`config.mk`:
```
export PLATFORM = sky130hd
export DESIGN_NAME = stereo_linked_soft_knee_compressor
export DESIGN_NICKNAME = d
export VERILOG_FILES = /design/src/hdl/slkc_pkg.sv /design/src/hdl/slkc_mul.sv /design/src/hdl/stereo_linked_soft_knee_compressor.sv
export SDC_FILE = /design/constraint.sdc
export NUM_CORES = 2
export LEC_CHECK = 0
export ABC_AREA = 1
export BUFFER_PORTS_ARGS = -buffer_cell sky130_fd_sc_hd__buf_2
export CAP_MARGIN = 20
export CORE_MARGIN = 4
export CORE_UTILIZATION = 35
export CTS_CLUSTER_DIAMETER = 40
export DETAILED_ROUTE_END_ITERATION = 7
export GPL_ROUTABILITY_DRIVEN = 0
export HOLD_SLACK_MARGIN = 0.03
export PLACE_DENSITY_LB_ADDON = 0.2
export SLEW_MARGIN = 20
export SYNTH_ARGS = -nofsm -noshare
export SYNTH_HDL_FRONTEND = slang
export SYNTH_SLANG_ARGS = --single-unit
```
`constraint.sdc`:
```
create_clock -name clk -period 27.7 [get_ports clk]
set_input_delay 2.77 -clock clk [delete_from_list [all_inputs] [get_ports clk]]
set_output_delay 2.77 -clock clk [all_outputs]
set_load 0.05 [all_outputs]
```
`src/hdl/slkc_pkg.sv`:
```
package slkc_pkg;

  localparam int DB_FRACTION_BITS = 8;
  localparam int GAIN_EXTRA_BITS = 8;

  localparam logic [21:0] DB_PER_LOG2_Q16 = 22'd394566;
  localparam logic [21:0] LOG2_PER_DB_Q24 = 22'd2786635;
  localparam logic [15:0] LEVEL_FLOOR_MAG = 16'd30720;
  localparam logic [13:0] MAKEUP_CAP = 14'd6144;
  localparam logic [15:0] METER_MAX = 16'd16383;

  localparam logic signed [14:0] THRESHOLD_RESET = -15'sd4608;
  localparam logic [15:0] SLOPE_RESET = 16'd43691;
  localparam logic [15:0] ATTACK_RESET = 16'd65399;
  localparam logic [15:0] RELEASE_RESET = 16'd65524;
  localparam logic [12:0] MAKEUP_RESET = 13'd0;
  localparam logic [12:0] KNEE_RESET = 13'd1536;

  typedef enum logic [2:0] {
    CFG_THRESHOLD,
    CFG_SLOPE,
    CFG_ATTACK,
    CFG_RELEASE,
    CFG_MAKEUP,
    CFG_AUTO_MAKEUP,
    CFG_KNEE,
    CFG_STEREO
  } cfg_index_t;

  function automatic longint unsigned isqrt64(longint unsigned v);
    longint unsigned r;
    longint unsigned t;
    r = 0;
    for (int i = 31; i >= 0; i--) begin
      t = r | (64'd1 << i);
      if (t * t <= v) r = t;
    end
    return r;
  endfunction

  // Successive square roots of two in Q2.30, one per fraction bit of the exponent.
  function automatic logic [15:0][30:0] root_steps();
    longint unsigned b;
    logic [15:0][30:0] res;
    b = 64'd2 << 30;
    for (int j = 0; j < 16; j++) begin
      b = isqrt64(b << 30);
      res[j] = b[30:0];
    end
    return res;
  endfunction

  localparam logic [15:0][30:0] ROOT_STEPS = root_steps();

endpackage

```
`src/hdl/slkc_mul.sv`:
```
module slkc_mul (
  input  logic        clk,
  input  logic [31:0] a,
  input  logic [31:0] b,
  output logic [63:0] p
);

  always_ff @(posedge clk) begin
    p <= a * b;
  end

endmodule

```
`src/hdl/stereo_linked_soft_knee_compressor.sv`:
```
// A silent input skips the log stage; other inputs pass through normalisation, one shift per
// leading zero, then the log loop, and the knee path depends on the region: nothing below the
// knee, one linear product above it, a square and a division inside it. The next input
// transfer is taken in the cycle after the result moves into the output register, so the block
// works on one sample pair at a time. The pace is set by the single shared 32x32 multiplier,
// used through the 16-step log and exp loops. Synchronous reset restores the register defaults.
module stereo_linked_soft_knee_compressor
  import slkc_pkg::*;
#(
  parameter int SAMPLE_WIDTH = 24
) (
  input  logic clk,
  input  logic rst,
  input  logic s_axis_tvalid,
  output logic s_axis_tready,
  // left_in, right_in
  input  logic [((2*SAMPLE_WIDTH+7)/8)*8-1:0] s_axis_tdata,
  output logic m_axis_tvalid,
  input  logic m_axis_tready,
  // left_out, right_out, reduction_level
  output logic [((2*SAMPLE_WIDTH+14+7)/8)*8-1:0] m_axis_tdata,
  input  logic cfg_valid,
  output logic cfg_ready,
  input  logic [2:0] cfg_index,
  input  logic [15:0] cfg_data
);

  localparam int SW = SAMPLE_WIDTH;
  localparam int OUT_W = ((2*SAMPLE_WIDTH+14+7)/8)*8;
  localparam logic [63:0] SAT_HI = (64'd1 << (SW-1)) - 64'd1;
  localparam logic [63:0] SAT_LO_MAG = 64'd1 << (SW-1);

  typedef enum logic [4:0] {
    S_IDLE, S_MAG, S_NORM, S_LOGM, S_LOGA, S_DBM, S_DBA, S_KNEE,
    S_KLIN, S_KSQ, S_KDIV0, S_KDIV, S_SMM, S_SMA, S_MKM, S_MKA,
    S_LGM, S_LGA, S_LINM, S_LINA, S_APL, S_APLA, S_APR, S_APRA, S_OUT
  } state_t;

  state_t state;

  logic signed [14:0] thr;
  logic [15:0] slope, atk, rel;
  logic [12:0] mkl, knw;
  logic amk, stereo;

  logic signed [SW-1:0] sl, sr;
  logic [31:0] nv;
  logic [4:0] e;
  logic [30:0] y;
  logic [15:0] frac;
  logic [3:0] cnt;
  logic signed [16:0] lv;
  logic [14:0] kr;
  logic [44:0] rem, dv;
  logic [12:0] q;
  logic signed [23:0] g, tot;
  logic [13:0] red;
  logic signed [4:0] ip;
  logic [15:0] fr;
  logic [30:0] lin;
  logic [SW-1:0] ol, orr;
  logic [OUT_W-1:0] out_data;
  logic out_valid;

  logic [31:0] mul_a, mul_b;
  logic [63:0] p;

  slkc_mul u_mul (.clk(clk), .a(mul_a), .b(mul_b), .p(p));

  function automatic logic [SW-1:0] gain_sat(logic [63:0] prod, logic neg, logic [5:0] sh);
    logic [63:0] rnd;
    logic [63:0] qm;
    logic [SW-1:0] res;
    rnd = prod + (64'd1 << (sh - 6'd1));
    qm = rnd >> sh;
    if (!neg) res = (qm > SAT_HI) ? SAT_HI[SW-1:0] : qm[SW-1:0];
    else if (qm > SAT_LO_MAG) res = SAT_LO_MAG[SW-1:0];
    else res = SW'(64'd0 - qm);
    return res;
  endfunction

  logic [SW-1:0] al, ar, mx;
  logic [20:0] mag16;
  logic [40:0] dbm_sum;
  logic signed [17:0] o;
  logic signed [18:0] two_o;
  logic signed [19:0] lo_sum, hi_diff;
  logic [13:0] t;
  logic [12:0] q_next;
  logic rem_ge;
  logic [31:0] klin_sum;
  logic signed [23:0] tgt;
  logic signed [24:0] diff;
  logic [23:0] absd;
  logic [15:0] coef;
  logic [16:0] kco;
  logic [39:0] dsum;
  logic [23:0] delta;
  logic [14:0] over;
  logic [30:0] mk_sum;
  logic [13:0] mk_raw;
  logic [12:0] mk;
  logic [23:0] negg, rsum;
  logic [23:0] abstot;
  logic signed [63:0] sp, pp;
  logic [61:0] lin_sum;
  logic [6:0] sh_w;

  always_comb begin
    al = sl[SW-1] ? (~sl + 1'b1) : sl;
    ar = sr[SW-1] ? (~sr + 1'b1) : sr;
    mx = (al > ar) ? al : ar;
    mag16 = {5'(SW-1), 16'd0} - {e, frac};
    dbm_sum = p[40:0] + (41'd1 << 23);
    o = {lv[16], lv} - {{3{thr[14]}}, thr};
    two_o = {o, 1'b0};
    lo_sum = {two_o[18], two_o} + {7'd0, knw};
    hi_diff = {two_o[18], two_o} - {7'd0, knw};
    t = lo_sum[13:0];
    rem_ge = rem >= dv;
    q_next = {q[11:0], rem_ge};
    klin_sum = p[31:0] + 32'd32768;
    tgt = 24'd0 - {1'b0, kr, 8'd0};
    diff = {tgt[23], tgt} - {g[23], g};
    absd = diff[24] ? 24'(25'd0 - diff) : diff[23:0];
    coef = diff[24] ? atk : rel;
    kco = 17'h10000 - {1'b0, coef};
    dsum = p[39:0] + 40'd32768;
    delta = dsum[39:16];
    over = thr[14] ? 15'(~thr + 1'b1) : 15'd0;
    mk_sum = p[30:0] + 31'd65536;
    mk_raw = amk ? mk_sum[30:17] : {1'b0, mkl};
    mk = (mk_raw > MAKEUP_CAP) ? MAKEUP_CAP[12:0] : mk_raw[12:0];
    negg = 24'd0 - g;
    rsum = negg + 24'd128;
    abstot = tot[23] ? 24'(24'd0 - tot) : tot;
    sp = tot[23] ? $signed(64'd0 - p) : $signed(p);
    pp = sp >>> 24;
    lin_sum = p[61:0] + (62'd1 << 29);
    sh_w = 7'd30 - {{2{ip[4]}}, ip};
  end

  always_comb begin
    mul_a = '0;
    mul_b = '0;
    case (state)
      S_LOGM: begin
        mul_a = {1'b0, y};
        mul_b = {1'b0, y};
      end
      S_DBM: begin
        mul_a = {11'd0, mag16};
        mul_b = {10'd0, DB_PER_LOG2_Q16};
      end
      S_KNEE: begin
        if (hi_diff > 0) begin
          mul_a = {16'd0, slope};
          mul_b = {17'd0, o[14:0]};
        end else begin
          mul_a = {18'd0, t};
          mul_b = {18'd0, t};
        end
      end
      S_KSQ: begin
        mul_a = {16'd0, slope};
        mul_b = {4'd0, p[27:0]};
      end
      S_SMM: begin
        mul_a = {8'd0, absd};
        mul_b = {15'd0, kco};
      end
      S_MKM: begin
        mul_a = {16'd0, slope};
        mul_b = {17'd0, over};
      end
      S_LGM: begin
        mul_a = {8'd0, abstot};
        mul_b = {10'd0, LOG2_PER_DB_Q24};
      end
      S_LINM: begin
        mul_a = {1'b0, lin};
        mul_b = {1'b0, ROOT_STEPS[cnt]};
      end
      S_APL: begin
        mul_a = 32'(al);
        mul_b = {1'b0, lin};
      end
      S_APR: begin
        mul_a = 32'(ar);
        mul_b = {1'b0, lin};
      end
      default: begin
        mul_a = '0;
        mul_b = '0;
      end
    endcase
  end

  assign s_axis_tready = (state == S_IDLE) && !rst;
  assign cfg_ready = !rst;
  assign m_axis_tvalid = out_valid;
  assign m_axis_tdata = out_data;

  always_ff @(posedge clk) begin
    if (rst) begin
      state <= S_IDLE;
      out_valid <= 1'b0;
      g <= '0;
      thr <= THRESHOLD_RESET;
      slope <= SLOPE_RESET;
      atk <= ATTACK_RESET;
      rel <= RELEASE_RESET;
      mkl <= MAKEUP_RESET;
      amk <= 1'b0;
      knw <= KNEE_RESET;
      stereo <= 1'b1;
    end else begin
      if (cfg_valid && cfg_ready) begin
        case (cfg_index)
          CFG_THRESHOLD: thr <= cfg_data[14:0];
          CFG_SLOPE: slope <= cfg_data;
          CFG_ATTACK: atk <= cfg_data;
          CFG_RELEASE: rel <= cfg_data;
          CFG_MAKEUP: mkl <= cfg_data[12:0];
          CFG_AUTO_MAKEUP: amk <= cfg_data[0];
          CFG_KNEE: knw <= cfg_data[12:0];
          CFG_STEREO: stereo <= cfg_data[0];
          default: ;
        endcase
      end
      if (out_valid && m_axis_tready && state != S_OUT) out_valid <= 1'b0;
      case (state)
        S_IDLE: begin
          if (s_axis_tvalid) begin
            sl <= s_axis_tdata[SW-1:0];
            sr <= stereo ? s_axis_tdata[2*SW-1:SW] : s_axis_tdata[SW-1:0];
            state <= S_MAG;
          end
        end
        S_MAG: begin
          if (mx == '0) begin
            lv <= -17'sd30720;
            state <= S_KNEE;
          end else begin
            nv <= 32'(mx) << (32 - SW);
            e <= 5'(SW - 1);
            state <= S_NORM;
          end
        end
        S_NORM: begin
          if (nv[31]) begin
            y <= nv[31:1];
            frac <= '0;
            cnt <= '0;
            state <= S_LOGM;
          end else begin
            nv <= nv << 1;
            e <= e - 5'd1;
          end
        end
        S_LOGM: state <= S_LOGA;
        S_LOGA: begin
          y <= p[61] ? p[61:31] : p[60:30];
          frac <= {frac[14:0], p[61]};
          cnt <= cnt + 4'd1;
          state <= (cnt == 4'd15) ? S_DBM : S_LOGM;
        end
        S_DBM: state <= S_DBA;
        S_DBA: begin
          if (dbm_sum[40:24] > {1'b0, LEVEL_FLOOR_MAG}) lv <= -17'sd30720;
          else lv <= 17'sd0 - $signed({1'b0, dbm_sum[39:24]});
          state <= S_KNEE;
        end
        S_KNEE: begin
          if (lo_sum < 0) begin
            kr <= '0;
            state <= S_SMM;
          end else if (hi_diff > 0) begin
            state <= S_KLIN;
          end else if (knw == '0) begin
            kr <= '0;
            state <= S_SMM;
          end else begin
            state <= S_KSQ;
          end
        end
        S_KLIN: begin
          kr <= klin_sum[30:16];
          state <= S_SMM;
        end
        S_KSQ: state <= S_KDIV0;
        S_KDIV0: begin
          rem <= p[44:0] + (45'(knw) << 18);
          dv <= 45'(knw) << 31;
          q <= '0;
          cnt <= '0;
          state <= S_KDIV;
        end
        S_KDIV: begin
          if (rem_ge) rem <= rem - dv;
          dv <= dv >> 1;
          q <= q_next;
          cnt <= cnt + 4'd1;
          if (cnt == 4'd12) begin
            kr <= {2'b00, q_next};
            state <= S_SMM;
          end
        end
        S_SMM: state <= S_SMA;
        S_SMA: begin
          g <= diff[24] ? (g - delta) : (g + delta);
          state <= S_MKM;
        end
        S_MKM: state <= S_MKA;
        S_MKA: begin
          tot <= g + {3'd0, mk, 8'd0};
          red <= ({8'd0, rsum[23:8]} > {8'd0, METER_MAX}) ? METER_MAX[13:0] : rsum[21:8];
          state <= S_LGM;
        end
        S_LGM: state <= S_LGA;
        S_LGA: begin
          fr <= pp[15:0];
          ip <= pp[20:16];
          lin <= 31'd1 << 30;
          cnt <= '0;
          state <= S_LINM;
        end
        S_LINM: state <= S_LINA;
        S_LINA: begin
          if (fr[15]) lin <= lin_sum[60:30];
          fr <= fr << 1;
          cnt <= cnt + 4'd1;
          state <= (cnt == 4'd15) ? S_APL : S_LINM;
        end
        S_APL: state <= S_APLA;
        S_APLA: begin
          ol <= gain_sat(p, sl[SW-1], sh_w[5:0]);
          state <= S_APR;
        end
        S_APR: state <= S_APRA;
        S_APRA: begin
          orr <= gain_sat(p, sr[SW-1], sh_w[5:0]);
          state <= S_OUT;
        end
        S_OUT: begin
          if (!out_valid || m_axis_tready) begin
            out_data <= OUT_W'({red, orr, ol});
            out_valid <= 1'b1;
            state <= S_IDLE;
          end
        end
        default: state <= S_IDLE;
      endcase
    end
  end

`ifndef NO_ASSERTIONS
  a_gain_not_positive: assert property (@(posedge clk) disable iff (rst)
    (g[23] || g == '0))
    else $error("smoothed gain above 0 dB");

  a_lin_at_least_one: assert property (@(posedge clk) disable iff (rst)
    (state == S_LINM) |-> (lin >= (31'd1 << 30)))
    else $error("linear gain fell below unity during exponent expansion");

  a_accept_leaves_idle: assert property (@(posedge clk) disable iff (rst)
    (s_axis_tvalid && s_axis_tready) |=> (state == S_MAG))
    else $error("accepted transfer did not start processing");

  a_result_from_final_state: assert property (@(posedge clk) disable iff (rst)
    $rose(m_axis_tvalid) |-> $past(state == S_OUT))
    else $error("output became valid outside the final state");
`endif

endmodule

```
; ---- After elaboration in Yosys (flattened, before gate mapping)
; Memories as Yosys holds them, arrays and structs flattened. A register that Yosys moved wholly into a read port is not among the register bits.
; Cells that the tools add are included.
[totals]
romBits = 496
reg_bits = 653
elab_cells = 239
n_memories = 1
[classes]
shift = 2
bitwise = 4
n_reduce_logical = 47
eq_ne = 45
n_mul = 1
muxes = 64
order_cmp = 10
add_sub_neg = 32
[memory_table]
columns = name, words, word_bits, read_ports, rd_ports_with_merged_regs, wr, line
row1 = (no name shown), 16, 31, 1, 1, 0, stereo_linked_soft_knee_compressor.sv:182  ; mul_b = {1'b0, ROOT_STEPS[cnt]};
[op_table]
columns = cell, count
row1 = $pmux W31 S9, 2
row2 = $mux W24, 11
row3 = $pmux W45 S2, 2
row4 = $pmux W5 S25, 1
row5 = $mux W31, 4
row6 = $pmux W31 S2, 2
row7 = $sub A1 B24 Y24 const A, 4
row8 = $mux W15, 6
row9 = $mux W45, 2
row10 = $add A62 B64 Y64, 1
row11 = $gt A64 B23 Y1 const B, 1
row12 = $gt A64 B24 Y1 const B, 1
row13 = $mux W32, 2
row14 = $pmux W16 S2, 2
row15 = $pmux W32 S2, 1
row16 = $shl A1 B6 Y64 const A, 1
row17 = $shr A64 B6 Y64, 1
row18 = $mul A31 B31 Y62, 1
row19 = $add A61 B30 Y61 const B, 1
row20 = $add A24 B1 Y24 const B, 2
row21 = $mux W16, 3
row22 = $not A24 Y24, 2
row23 = $add A45 B31 Y45, 1
row24 = $eq A5 B5 Y1 const B, 9
row25 = other kinds (71), 142

; ---- Depth between registers and ports, before layout
[logic_depth]
word_depth = 8
mapped_depth = 69
ltp_nobuf = 66

; ---- Cells and area by module
; Synthesis repeated with hierarchy kept, for this count alone.
[unflattened]
hier_cells = 12900
hier_area_um2 = 90729.5
[by_module_without_submodules]
columns = mod, n_inst, cells_each, area_each_um2, seq_area_each_um2
row1 = stereo_linked_soft_knee_compressor, 1, 7817, 53082.2, 17026.3
row2 = slkc_mul, 1, 5083, 37647.4, 1281.2

; ---- Worst setup path before layout
; No wires, ideal clock.
[synth_path]
path_type = reg2reg
startpoint = register kr[4]
endpoint = register u_mul.p[58]
n_path_buf = 3
t_required_ps = 27579
path_stages_with_launch = 62
arrival_time_ps = 11111
setup_time_ps = 121
setup_slack_ps = 16469
period_less_slack_ps = 11231
path_cell_list = edfxtp_1 or2_2 or3_1 nor3_1 nand3_1 xor2_1 inv_1 ha_1 nand2_1 nor3_1 nand3_1 nand3_1 nand3_1 nand2_1 nand2_1 nand2_2 buf_6 buf_4 [... 26 more ...] fa_1 inv_1 ha_1 a21oi_1 o21ai_0 a21oi_1 o21ai_0 nand2_1 nand2_1 a21boi_0 o21ai_0 a21boi_0 inv_1 nand4_1 nand2_1 nand2_1 nand2_1 xor2_1
[synth_between]
elab_chain_len = 6
word_cells_on_any_way = 9
[synth_lines]
columns = element, line
row1 = from (decl), stereo_linked_soft_knee_compressor.sv:53  ; logic [14:0] kr;
row2 = from (signal assigned), stereo_linked_soft_knee_compressor.sv:288  ; kr <= klin_sum[30:16];
row3 = from (signal assigned), stereo_linked_soft_knee_compressor.sv:305  ; kr <= {2'b00, q_next};
row4 = $sub A1 B23 Y24 *, stereo_linked_soft_knee_compressor.sv:123  ; tgt = 24'd0 - {1'b0, kr, 8'd0};
row5 = $sub A24 B24 Y25 *, stereo_linked_soft_knee_compressor.sv:124  ; diff = {tgt[23], tgt} - {g[23], g};
row6 = $sub A1 B24 Y24 or $mux W16 (tied branches), "stereo_linked_soft_knee_compressor.sv:125, stereo_linked_soft_knee_compressor.sv:126"
row7 = $mux W24 or $sub A17 B16 Y17 (tied branches), "stereo_linked_soft_knee_compressor.sv:125, stereo_linked_soft_knee_compressor.sv:127"
row8 = $pmux W31 S9, stereo_linked_soft_knee_compressor.sv:146  ; case (state)
row9 = $mul A31 B31 Y62 *, slkc_mul.sv:9  ; p <= a * b;
row10 = to (signal assigned), slkc_mul.sv:9
row11 = to (decl), slkc_mul.sv:5  ; output logic [63:0] p
; Mark *: on every way between the ends. The rest lies on a longest branch, timed or not.
; A chain may end at the register's enable or synchronous reset.

; ---- Final worst setup path
[layout_path]
startpoint = register kr[2]
endpoint = register u_mul.p[58]
; Same word-level chain as after synthesis.

==> impl_metrics.csv <==
group,metric,value,unit
timing,post-route-period-util,49.1,%
timing,min_period,13.61,ns
clock_network,post_cts.repair.setup_buffers,0,
yosys,synth_edf_count,467,
global_routing,grt.overflow.total,0,
critical_path,cp.required,28.35,ns
clock_network,ctsResizeCount,0,
timing,hold_violations,0,
global_routing,grt_pass1_wl,509,mm
critical_path,endpoint_kind,"flip-flop",
critical_path,start_kind,"flip-flop",
route,via_per_inst,5.37,
yosys,syn-mean-instance-area,7.31,um2
layout,multi_input_area,0.0572,mm2
global_routing,grt_max_degree,86,
yosys,ys_seq_area_share,21.3,%
timing,setup_viol,0,
yosys,yosysTopAreaCell,"fa_1",
timing,layout_setup_ws,14.09,ns
critical_path,worstPathMaxFanout,57,
timing,max_freq,0.0735,GHz
floorplan,die_x,503,um
timing,max-slew-margin-rel,20.5,%
global_routing,track_usage,26.8,%
status,status,"completed",
yosys,ys_ff_latch,679,
placement,place_ws,14.39,ns
yosys,postSynthCellCount,11700,
layout,synthToLayoutAreaGrowth,10.1,%
pwr,switchingPower,1220,uW
route,drc,0,
global_routing,antenna_found_initial,15,
clock_network,cts-hold-fix-buffers,0,
yosys,yosysTopAreaCellShare,19.7,%
clock_network,ctsHtreeMaxLevel,3,
critical_path,worst_path_largest_cell_delay,0.72,ns
clock_network,cts_root_buffer,"clkbuf_16",
pwr,pwr-share-clk,43.1,%
yosys,synth_ff_type,"edfxtp_1",
layout,layout.nets,13200,
yosys,yosys.cell_count.top_type,"nand2_1",
yosys,ys_types,86,
pwr,internal_power,2300,uW
floorplan,pin_count,139,
route,vias,80700,
clock_network,clkTransAtPathRegs,0.06,ns
floorplan,coreArea,0.243,mm2
route,drt_iter0_markers,8954,
yosys,synth_area,0.0856,mm2
timing,finClkSkew,0.0838,ns
global_routing,grt_pass1_vias,79900,
critical_path,cp_slowest_cell,"nand2_1",
pwr,seq_power_share,34.2,%
route,wl,342,mm
placement,port_buffers,136,
floorplan,die_height,503,um
clock_network,clock_sinks,679,
yosys,ys.warnings.count,0,
route,first_pass_iters,7,
pwr,power_density,37.4,mW/mm2
pwr,ir_worst_vdd,0.0000571,V
clock_network,cts_tree,"built",
pwr,leakage,0.0462,uW
run,cap_violations,0,
yosys,netlist_top_cells_count,"nand2_1, inv_1, nor2_1",
route,wire_per_inst,22.8,um
timing,rsz0062_at_grt,"false",
critical_path,crit_arrival,14.26,ns
floorplan,rows,181,
timing,report.final.slew_viol_count,0,
clock_network,clock_path_buffers,3,
min_path,hold_class,"flip-flop to flip-flop",
critical_path,cp_common_cell,"nand2_1",
layout,fillers,25600,
floorplan,start_util,35.2,%
critical_path,criticalPathCategory,"flip-flop to flip-flop",
clock_network,insertion_delay,0.80,ns
timing,tns,0,ns
yosys,yosys-top-cells-area,"fa_1, edfxtp_1, nand2_1",
timing,tightestPinTransition,1.19,ns
layout,layout-drive-gt1-share,6.91,%
layout,ff_latch_area,0.0183,mm2
placement,dp_hpwl,271,mm
pwr,p_comb_share,22.7,%
yosys,async_reset_ff_share,0,%
floorplan,fp.dieArea,0.253,mm2
route,antenna_left,0,
clock_network,cts_made_buffers,117,
pwr,p_sw_share,34.7,%
-- critical path, delay by kind of cell (launching register included) --
kind	cells	cell delay, ns
XOR/XNOR	2	0.27
AO/OA/AOI/OAI	7	1.74
adder cells (fa/ha/maj)	11	4.62
multiplexers	1	0.35
buffers and inverters	12	1.26
flip-flops	1	0.42
AND/OR/NAND/NOR	30	4.71
-- cell usage in the layout, fill, tap and decap left out, types with 80 or more instances in the layout --
cell type and instances:
fa_1 844, buf_2 136, xor2_1 269, ha_1 530
edfxtp_1 467, dfxtp_1 212, nand2_1 2775, nor2_1 1017
nand4_1 93, buf_4 165, a21oi_1 473, o21ai_0 461
nand3_1 903, nor3_1 97, inv_1 2251, xnor2_1 80
clkbuf_16 124
-- through the flow --
stage	instances	hold slack (ns)	total power (uW)	area, um2	util [%]
CTS	15000	0.418	3520	94200	38.7
global placement	14800	0.403	1990	90000	37.0
finish	15000	0.416	3520	94200	38.7
floorplan	11700	0.400	1690	85600	-
global route	15000	0.420	3650	94200	38.7
detailed placement	14800	0.405	2000	90000	37.0
-- worst paths after layout --
path | from | end | slack, ns | depth (start not counted)
setup reg to reg | kr[2] | u_mul.p[58] | 14.09 | 63
setup / recovery | kr[2] | u_mul.p[58] | 14.09 | 63
hold / removal | ol[2] | m_axis_tdata[2] | 0.42 | 0
hold reg to reg | ol[2] | m_axis_tdata[2] | 0.42 | 0
-- cell families after synthesis --
group,share of synthesized area [%]
buffers and inverters,12.2
muxes,0.390
other,0.00438
DFF,21.3
AOI/OAI and AO/OA,9.15
xor gates and xnor gates,3.60
and+or+nand+nor,25.8
adders and majority gates,27.5
-- state kept, by name (all words and copies together) (netlist names), 30 cells and up, named ones only --
| signal | count |
|---|---|
| m_axis_tdata | 62 |
| u_mul.p | 62 |
| rem | 45 |
| dv | 44 |
| lin | 31 |
| y | 31 |
| nv | 30 |
-- layer usage --
layer / GRT usage (%) / vias to the layer above / wire length [um]
li1: - / 37000 / -
met1: 35.8 / 39100 / 143000
met2: 41.4 / 3772 / 148000
met3: 5.42 / 883 / 31300
met4: 12.7 / 10 / 20100
met5: 0 / - / 52
-- power groups by stage --
stage,sequential (uW),clock (uW),combinational [uW]
floorplan,1210,0,483
global placement,1220,0,764
detailed placement,1220,0,773
CTS,1200,1540,777
global route,1210,1590,860
finish,1200,1520,801
-- layout make-up --
cell class	count	area share, %
Sequential cell	679	19.4
Clock buffer	139	3.41
Antenna cell	2	0.00531
Clock inverter	82	1.02
Multi-Input combinational cell	8320	60.7
Timing Repair Buffer	303	2.09
Inverter	2304	9.18
Tap cell	3202	4.25
No activity file was read; power rests on OpenSTA's default activity.
